===== config.mk =====
export PLATFORM = sky130hd
export DESIGN_NAME = sdq_cell
export DESIGN_NICKNAME = d
export VERILOG_FILES = /design/src/sorted_dedup_queue_defines.svh /design/src/sdq_pkg.sv /design/src/sdq_cell.sv
export SDC_FILE = /design/constraint.sdc
export NUM_CORES = 1
export LEC_CHECK = 0
export BUFFER_PORTS_ARGS = -buffer_cell sky130_fd_sc_hd__buf_2
export CORE_ASPECT_RATIO = 0.6
export CORE_MARGIN = 2
export CORE_UTILIZATION = 35
export CTS_CLUSTER_DIAMETER = 100
export DETAILED_ROUTE_END_ITERATION = 7
export PLACE_DENSITY = 0.75
export SYNTH_ARGS = -nofsm -noshare
export SYNTH_HDL_FRONTEND = slang
export SYNTH_SLANG_ARGS = --single-unit

===== constraint.sdc =====
create_clock -name i_clk -period 1.49 [get_ports i_clk]
set_input_delay 0.3725 -clock i_clk [delete_from_list [all_inputs] [get_ports i_clk]]
set_output_delay 0.3725 -clock i_clk [all_outputs]
set_load 0.01 [all_outputs]

===== src/sorted_dedup_queue_defines.svh =====
// assertion macros for the sorted dedup queue
`ifndef SORTED_DEDUP_QUEUE_DEFINES_SVH
`define SORTED_DEDUP_QUEUE_DEFINES_SVH

`ifndef NO_ASSERTIONS
// same-cycle implication, disabled while reset is low
`define SDQ_ASSERT_NOW(label, clk, rst_n, ante, cons) \
    label: assert property (@(posedge clk) disable iff (!rst_n) (ante) |-> (cons)) \
        else $error("sorted_dedup_queue: check failed");
// next-cycle implication, disabled while reset is low
`define SDQ_ASSERT_NEXT(label, clk, rst_n, ante, cons) \
    label: assert property (@(posedge clk) disable iff (!rst_n) (ante) |=> (cons)) \
        else $error("sorted_dedup_queue: check failed");
`else
`define SDQ_ASSERT_NOW(label, clk, rst_n, ante, cons)
`define SDQ_ASSERT_NEXT(label, clk, rst_n, ante, cons)
`endif

`endif


===== src/sdq_pkg.sv =====
// shared constants and types of the sorted dedup queue
`default_nettype none

package sdq_pkg;

    localparam int DEPTH      = 128;
    localparam int VALUE_BITS = 16;
    localparam int COUNT_BITS = $clog2(DEPTH + 1);
    localparam int GROUP_SIZE = 16;
    localparam int NUM_GROUPS = (DEPTH + GROUP_SIZE - 1) / GROUP_SIZE;

    typedef enum logic {
        REQ_INSERT = 1'b0,
        REQ_REMOVE = 1'b1
    } t_req;

    typedef enum logic [2:0] {
        ST_INSERTED = 3'd0,
        ST_DUP      = 3'd1,
        ST_FULL     = 3'd2,
        ST_REMOVED  = 3'd3,
        ST_EMPTY    = 3'd4
    } t_status;

    // per-cycle commands broadcast to every cell
    typedef struct packed {
        logic cmp;   // register compare flags against the pending value
        logic ins;   // apply a sorted insert
        logic del;   // shift everything one cell toward the head
    } t_cell_ctl;

endpackage

`default_nettype wire


===== src/sdq_cell.sv =====
// one storage cell of the sorted chain
`default_nettype none

module sdq_cell (
    input  wire                              i_clk,
    input  wire  sdq_pkg::t_cell_ctl         i_ctl,
    input  wire                              i_occ,
    input  wire  [sdq_pkg::VALUE_BITS-1:0]   i_value,
    input  wire  [sdq_pkg::VALUE_BITS-1:0]   i_prev_val,
    input  wire                              i_prev_lt,
    input  wire  [sdq_pkg::VALUE_BITS-1:0]   i_next_val,
    output logic [sdq_pkg::VALUE_BITS-1:0]   o_val,
    output logic                             o_lt,
    output logic                             o_eq
);

    logic [sdq_pkg::VALUE_BITS-1:0] r_val;
    logic [sdq_pkg::VALUE_BITS-1:0] n_val;
    logic                           r_lt;
    logic                           r_eq;

    // cells below the insert point keep, the insert point takes the new value,
    // cells above it take their lower neighbor; on a remove each cell takes its upper neighbor
    always_comb begin
        n_val = r_val;
        if (i_ctl.ins && !r_lt) begin
            n_val = i_prev_lt ? i_value : i_prev_val;
        end else if (i_ctl.del) begin
            n_val = i_next_val;
        end
    end

    always_ff @(posedge i_clk) begin
        r_val <= n_val;
        if (i_ctl.cmp) begin
            r_lt <= i_occ && (r_val < i_value);
            r_eq <= i_occ && (r_val == i_value);
        end
    end

    assign o_val = r_val;
    assign o_lt  = r_lt;
    assign o_eq  = r_eq;

endmodule

`default_nettype wire

==> results of run 1 <==
per-layer routing:
metal	share of wire [%]	wire (um)
met1	45	1490
met4	0.24	8
met2	47	1550
met5	0	0
met3	7.2	235
power breakdown:
| group | internal, mW | switching (mW) |
|---|---|---|
| Sequential | 0.626 | 0.0357 |
| Clock | 0.183 | 0.172 |
| Combinational | 0.271 | 0.245 |
| Total | 1.08 | 0.454 |
worst register-to-register path, stage by stage, from the launching register on:
cell and delay, ns:
sky130_fd_sc_hd__edfxtp_1 0.45, sky130_fd_sc_hd__ha_4 0.31, sky130_fd_sc_hd__nand4_1 0.17, sky130_fd_sc_hd__nor4_4 0.33, sky130_fd_sc_hd__a211oi_2 0.10
cell families after synthesis:
group                      Yosys count  share of synthesized area [%]
and+or+nand+nor                     31                           11.4
AOI/OAI and AO/OA                   28                           12.1
buffers and inverters               22                           7.13
DFF                                 18                           41.6
muxes                               16                           12.3
adders and majority gates           16                           15.4
flip-flops by register name, summed over array words and instances, names as in the netlist:
register  cells
o_eq          1
o_lt          1
o_val        16
placed cells by master (no fill, tap or decap), types with 2 or more instances in the layout:
cell and count:
sky130_fd_sc_hd__a21oi_2 2, sky130_fd_sc_hd__ha_1 11, sky130_fd_sc_hd__nand2_1 20, sky130_fd_sc_hd__inv_1 17, sky130_fd_sc_hd__ha_4 5, sky130_fd_sc_hd__buf_6 2, sky130_fd_sc_hd__o21ai_1 17, sky130_fd_sc_hd__mux2i_1 16
sky130_fd_sc_hd__buf_12 2, sky130_fd_sc_hd__nand4_1 2, sky130_fd_sc_hd__nand3_1 2, sky130_fd_sc_hd__buf_4 14, sky130_fd_sc_hd__a21oi_1 5, sky130_fd_sc_hd__clkbuf_8 3, sky130_fd_sc_hd__buf_2 69, sky130_fd_sc_hd__edfxtp_1 18
sky130_fd_sc_hd__nand2b_1 3
final timing paths:
kind	endpoint	slack (ns)	cells past startpoint
worst max-delay path	o_lt	-0.13	4
worst min-delay path	o_eq	0.35	1
worst max register to register	o_lt	-0.13	4
worst min register to register	o_lt	0.88	4
timing repair:
action | in CTS | in global routing
resized for setup | 5 | 3
buffers inserted | 3 | 2
setup endpoints to repair | 2 | 5
pin swaps | 2 | 1
Yosys cell counts:
cell,number,area (sq um)
sky130_fd_sc_hd__a211oi_1,1,7.51
sky130_fd_sc_hd__a21o_1,1,7.51
sky130_fd_sc_hd__a21oi_1,5,25.0
sky130_fd_sc_hd__a21oi_2,2,17.5
sky130_fd_sc_hd__a221o_1,1,10.0
sky130_fd_sc_hd__and3_1,1,6.26
sky130_fd_sc_hd__and4_1,1,8.76
sky130_fd_sc_hd__buf_1,1,3.75
sky130_fd_sc_hd__buf_2,2,10.0
sky130_fd_sc_hd__buf_6,1,11.3
sky130_fd_sc_hd__clkbuf_1,1,3.75
sky130_fd_sc_hd__edfxtp_1,18,541
sky130_fd_sc_hd__ha_1,16,200
sky130_fd_sc_hd__inv_1,17,63.8
sky130_fd_sc_hd__mux2i_1,16,160
sky130_fd_sc_hd__nand2_1,20,75.1
sky130_fd_sc_hd__nand2b_1,3,18.8
sky130_fd_sc_hd__nand3_1,2,10.0
sky130_fd_sc_hd__nand4_1,2,12.5
sky130_fd_sc_hd__nor2_1,1,3.75
sky130_fd_sc_hd__nor4_2,1,12.5
sky130_fd_sc_hd__o21ai_0,1,5.00
sky130_fd_sc_hd__o21ai_1,17,85.1
area by class of cell:
class | instances | area (sq um)
clock inverters | 1 | 3.75
fillers | 349 | 1650
repair buffers | 87 | 513
multi-input cells | 91 | 742
flip-flops and latches | 18 | 541
inverters | 17 | 63.8
well taps | 47 | 58.8
clock buffers | 3 | 41.3
==> tab_implementation.tex, run 1 <==
\begin{tabular}{lr}
\hline
Metric & Value \\
\hline
\multicolumn{2}{l}{\textbf{Status}} \\
Outcome & finished, violations left \\
Failing checks & negative setup slack \\
\multicolumn{2}{l}{\textbf{Global routing}} \\
Met3 demand-to-capacity share in global routing & 5.48\% \\
First-pass GRT wire length & 5.13 mm \\
Number of antenna violations at the first check in global routing & 0 \\
Met1 Use GR & 20.8\% \\
Vias in the first global route & 1176 \\
Busiest layer in global routing & met2 \\
Largest net degree at the start of global routing & 21 \\
Overflow left after global routing & 0 \\
Global Route met2 Usage & 27.6\% \\
Aggregate global-route resource usage & 16.1\% \\
\multicolumn{2}{l}{\textbf{STA}} \\
Slew of the pin with the lowest slew margin & 0.254 ns \\
Summed negative setup slack over all endpoints & -0.228 ns \\
Max\_slew headroom & 82.9\% \\
Worst hold-check slack & 0.350 ns \\
Final-report hold violation count & 0 \\
Max Transition Viols Final & 0 \\
Period utilization & 109\% \\
Setup ws final & -0.129 ns \\
Fin crit period & 1.62 ns \\
Post-route clock skew & 0.00303 ns \\
Highest clock rate & 0.618 GHz \\
RSZ-0062 raised after global routing & true \\
Final setup violation count & 2 \\
\multicolumn{2}{l}{\textbf{Place}} \\
Cell Count Post-Placement & 257 \\
Post-DP HPWL & 2.56 mm \\
Pre-CTS setup slack & -0.204 ns \\
Global placer's final weighted congestion & 0.765 \\
Post-detailed-placement cell area & 1830 sq um \\
Buffers added on ports & 71 \\
\multicolumn{2}{l}{\textbf{Setup path}} \\
Highest cell delay on the worst timing path & 0.45 ns \\
Worst setup path startpoint & o\_val[11] \\
Critical Setup Path Class & flip-flop to flip-flop \\
Kind of cell adding the most delay to the critical path & simple AND/OR/NAND/NOR gates \\
Master of the slowest instance on the critical path & sky130\_fd\_sc\_hd\_\_edfxtp\_1 \\
Source of the worst register-to-register timing path & o\_val[11] \\
CP Capture Type & flip-flop \\
Sort of element at the start of the critical path & flip-flop \\
Biggest fanout along the worst timing path & 3 \\
Crit-path cells & ha\_4, nand4\_1, nor4\_4, a211oi\_2 \\
Data arrival time of the worst path & 1.62 ns \\
Count of buffering cells on the critical path with inverters included & 0 \\
WP data required & 1.49 ns \\
\multicolumn{2}{l}{\textbf{Yosys}} \\
Post-Syn Area & 1300 sq um \\
Library cells used by synthesis & 23 \\
Sequential element share of the synthesized area & 41.6\% \\
Number of synthesized register bits & 18 \\
Synthesis warning total & 0 \\
Number of standard cells after synthesis & 131 \\
Synthesized netlist net count & 201 \\
Avg Synthesized Cell Area & 9.91 sq um \\
\multicolumn{2}{l}{\textbf{Layout}} \\
Area added between synthesis and finish & 51.2\% \\
Layout net count & 288 \\
Antenna diode count & 0 \\
End-of-flow core utilization & 54.3\% \\
Layout Cells excl Fill & 264 \\
Finished layout cell area & 1960 sq um \\
Share of cells above drive strength 1 & 45.6\% \\
\multicolumn{2}{l}{\textbf{Clock tree}} \\
Root buffer selected by CTS & sky130\_fd\_sc\_hd\_\_clkbuf\_8 \\
Insertion delay to the later sink of the worst-skew pair & 0.25 ns \\
TritonCTS clock tree & built \\
Post-CTS clock slew at the launch and capture registers of the worst setup and hold paths & 0.07 ns \\
Number of clock sinks seen by CTS & 18 \\
Number of buffers added to fix hold violations after cts & 0 \\
Number of buffers created by CTS & 3 \\
CTS Buffer Depth & 2 \\
Htree depth & 1 \\
\multicolumn{2}{l}{\textbf{Hold path}} \\
Hold Startpoint & i\_ctl[2] \\
Hold Crit Class & input port to flip-flop \\
\multicolumn{2}{l}{\textbf{Die}} \\
Chip Height & 51.2 um \\
I/O pins & 72 \\
Core Box Area & 3620 sq um \\
Initial core utilization & 35.9\% \\
X dimension of the die & 82.6 um \\
Die Area & 4230 sq um \\
FP Rows & 17 \\
\multicolumn{2}{l}{\textbf{Job}} \\
Max Cap Viol & 0 \\
\multicolumn{2}{l}{\textbf{Routing}} \\
Length of the first detailed-routing pass in iterations & 4 \\
Residual antenna-violating net count after detailed routing & 0 \\
Detailed-route vias per instance & 4.57 \\
Total number of vias & 1206 \\
Number of remaining DRC errors & 0 \\
Violation count after the first detailed-routing iteration & 16 \\
Per-cell routed wire length & 12.4 um \\
Total wire length after detailed routing & 3.28 mm \\
\multicolumn{2}{l}{\textbf{Pwr}} \\
Lkg Pwr & 1.02 nW \\
Max rail drop VDD & 0.377 mV \\
Post-route total power & 1.53 mW \\
Ratio of total power to cell area & 781 nW/um\^{}2 \\
\hline
\end{tabular}
No activity file was read; power rests on OpenSTA's default activity.
==> run 2: changes to the inputs <==
- SETUP_SLACK_MARGIN: default -> 0.05
==> run 2 against run 1 <==
Compared with the run above: worst hold slack about the same; critical path type unchanged; the flow still finishes with violations (negative setup slack); first-iteration DRC count down 6.3%; global-route usage is 0.26 points higher; count of clock-buffer cells in the layout unchanged; sequential power about the same; clock power hardly changed; wire length rose by 1.1%; critical endpoint unchanged; flip-flop and latch count is the same; largest power group unchanged.
==> tab_implementation.tex, run 2 (synthesis results as in run 1) <==
\begin{tabular}{lr}
\hline
Metric & Value \\
\hline
\multicolumn{2}{l}{\textbf{Die}} \\
Chip Height & 51.2 um \\
X dimension of the die & 82.6 um \\
I/O pins & 72 \\
Core Box Area & 3620 sq um \\
FP Rows & 17 \\
Initial core utilization & 35.9\% \\
Die Area & 4230 sq um \\
\multicolumn{2}{l}{\textbf{Hold path}} \\
Hold path cells & 1 \\
Hold Crit Class & input port to flip-flop \\
\multicolumn{2}{l}{\textbf{Job}} \\
Max Cap Viol & 0 \\
\multicolumn{2}{l}{\textbf{Clock tree}} \\
Number of buffers created by CTS & 3 \\
TritonCTS clock tree & built \\
Insertion delay to the later sink of the worst-skew pair & 0.25 ns \\
Post-CTS clock slew at the launch and capture registers of the worst setup and hold paths & 0.07 ns \\
Root buffer selected by CTS & sky130\_fd\_sc\_hd\_\_clkbuf\_8 \\
Number of clock sinks seen by CTS & 18 \\
Number of buffers added to fix hold violations after cts & 0 \\
CTS Buffer Depth & 2 \\
Htree depth & 1 \\
\multicolumn{2}{l}{\textbf{Place}} \\
Global placer's final weighted congestion & 0.765 \\
Cell Count Post-Placement & 257 \\
Post-DP HPWL & 2.56 mm \\
Buffers added on ports & 71 \\
Post-detailed-placement cell area & 1830 sq um \\
Pre-CTS setup slack & -0.204 ns \\
\multicolumn{2}{l}{\textbf{Routing}} \\
Residual antenna-violating net count after detailed routing & 0 \\
Violation count after the first detailed-routing iteration & 15 \\
Total wire length after detailed routing & 3.32 mm \\
Length of the first detailed-routing pass in iterations & 4 \\
Total number of vias & 1209 \\
Per-cell routed wire length & 12.5 um \\
Detailed-route vias per instance & 4.56 \\
Number of remaining DRC errors & 0 \\
\multicolumn{2}{l}{\textbf{Setup path}} \\
WP data required & 1.49 ns \\
Count of buffering cells on the critical path with inverters included & 0 \\
Master of the slowest instance on the critical path & sky130\_fd\_sc\_hd\_\_edfxtp\_1 \\
Reg2reg path depth & 4 \\
CP Capture Type & flip-flop \\
Cell depth of the worst setup path & 4 \\
Critical Setup Path Class & flip-flop to flip-flop \\
Data arrival time of the worst path & 1.62 ns \\
Biggest fanout along the worst timing path & 3 \\
Sort of element at the start of the critical path & flip-flop \\
Highest cell delay on the worst timing path & 0.45 ns \\
Kind of cell adding the most delay to the critical path & simple AND/OR/NAND/NOR gates \\
Crit-path cells & ha\_4, nand4\_1, nor4\_4, a211oi\_2 \\
\multicolumn{2}{l}{\textbf{Layout}} \\
Area added between synthesis and finish & 53.6\% \\
Most frequent standard cell in the layout excluding fill and tap cells & sky130\_fd\_sc\_hd\_\_buf\_2 \\
End-of-flow core utilization & 55.2\% \\
Antenna diode count & 0 \\
Finished layout cell area & 1990 sq um \\
Share of cells above drive strength 1 & 45.9\% \\
Layout Cells excl Fill & 265 \\
Number of flip-flops in the largest register & 16 \\
Layout net count & 289 \\
Leading cell types in the layout, fill and taps excluded & 67 x sky130\_fd\_sc\_hd\_\_buf\_2, 20 x sky130\_fd\_sc\_hd\_\_nand2\_1, 18 x sky130\_fd\_sc\_hd\_\_edfxtp\_1, 17 x sky130\_fd\_sc\_hd\_\_inv\_1, 17 x sky130\_fd\_sc\_hd\_\_o21ai\_1 \\
\multicolumn{2}{l}{\textbf{STA}} \\
Summed negative setup slack over all endpoints & -0.227 ns \\
Final setup violation count & 2 \\
Max\_slew headroom & 82.9\% \\
Worst hold-check slack & 0.350 ns \\
Post-route clock skew & 0.00372 ns \\
Fin crit period & 1.62 ns \\
RSZ-0062 raised after global routing & true \\
Max Transition Viols Final & 0 \\
Setup ws final & -0.129 ns \\
Final-report hold violation count & 0 \\
Highest clock rate & 0.618 GHz \\
Period utilization & 109\% \\
Slew of the pin with the lowest slew margin & 0.254 ns \\
\multicolumn{2}{l}{\textbf{Pwr}} \\
Lkg Pwr & 1.03 nW \\
Max rail drop VDD & 0.380 mV \\
Post-route total power & 1.55 mW \\
Ratio of total power to cell area & 780 nW/um\^{}2 \\
\multicolumn{2}{l}{\textbf{Status}} \\
Outcome & finished, violations left \\
Failing checks & negative setup slack \\
\multicolumn{2}{l}{\textbf{Global routing}} \\
Largest net degree at the start of global routing & 21 \\
Number of antenna violations at the first check in global routing & 0 \\
Aggregate global-route resource usage & 16.4\% \\
First-pass GRT wire length & 5.20 mm \\
Vias in the first global route & 1190 \\
Overflow left after global routing & 0 \\
\hline
\end{tabular}
-- run 2: what timing repair did --
item | 4_1_cts | 5_1_grt
pin swaps | 2 | 1
buffers inserted | 3 | 2
resized for setup | 14 | 2
endpoints found under the setup margin | 2 | 5
hold endpoints to repair | 0 | 0
-- run 2: report_power, final --
part / internal, mW / total [mW] / leakage [nW] / switching [mW]
sequential: 0.626 / 0.662 / 0.183 / 0.0355
clock: 0.183 / 0.357 / 0.0231 / 0.174
combinational: 0.286 / 0.536 / 0.827 / 0.250
total: 1.10 / 1.55 / 1.03 / 0.459
-- run 2: final cells by class --
type / instances / area [sq um]
Clock inverter: 1 / 3.75
Timing Repair Buffer: 88 / 544
Tap cell: 47 / 58.8
Multi-Input combinational cell: 91 / 742
Sequential cell: 18 / 541
Clock buffer: 3 / 41.3
Inverter: 17 / 63.8
Fill cell: 345 / 1620
-- run 2: worst paths after layout --
kind | to | slack [ns] | startpoint
min reg2reg | o_lt | 0.88 | o_val[3]
min | o_eq | 0.35 | i_ctl[2]
max | o_lt | -0.13 | o_val[11]
max reg2reg | o_lt | -0.13 | o_val[11]
-- run 2: layer usage --
layer  up-vias  share of wire (%)  GRT usage [%]
met5         -                  0              0
met4         0               0.24          0.820
met3         2                6.8           5.83
met2        34                 48           28.2
met1       533                 45           20.8
li1        640                  -              -
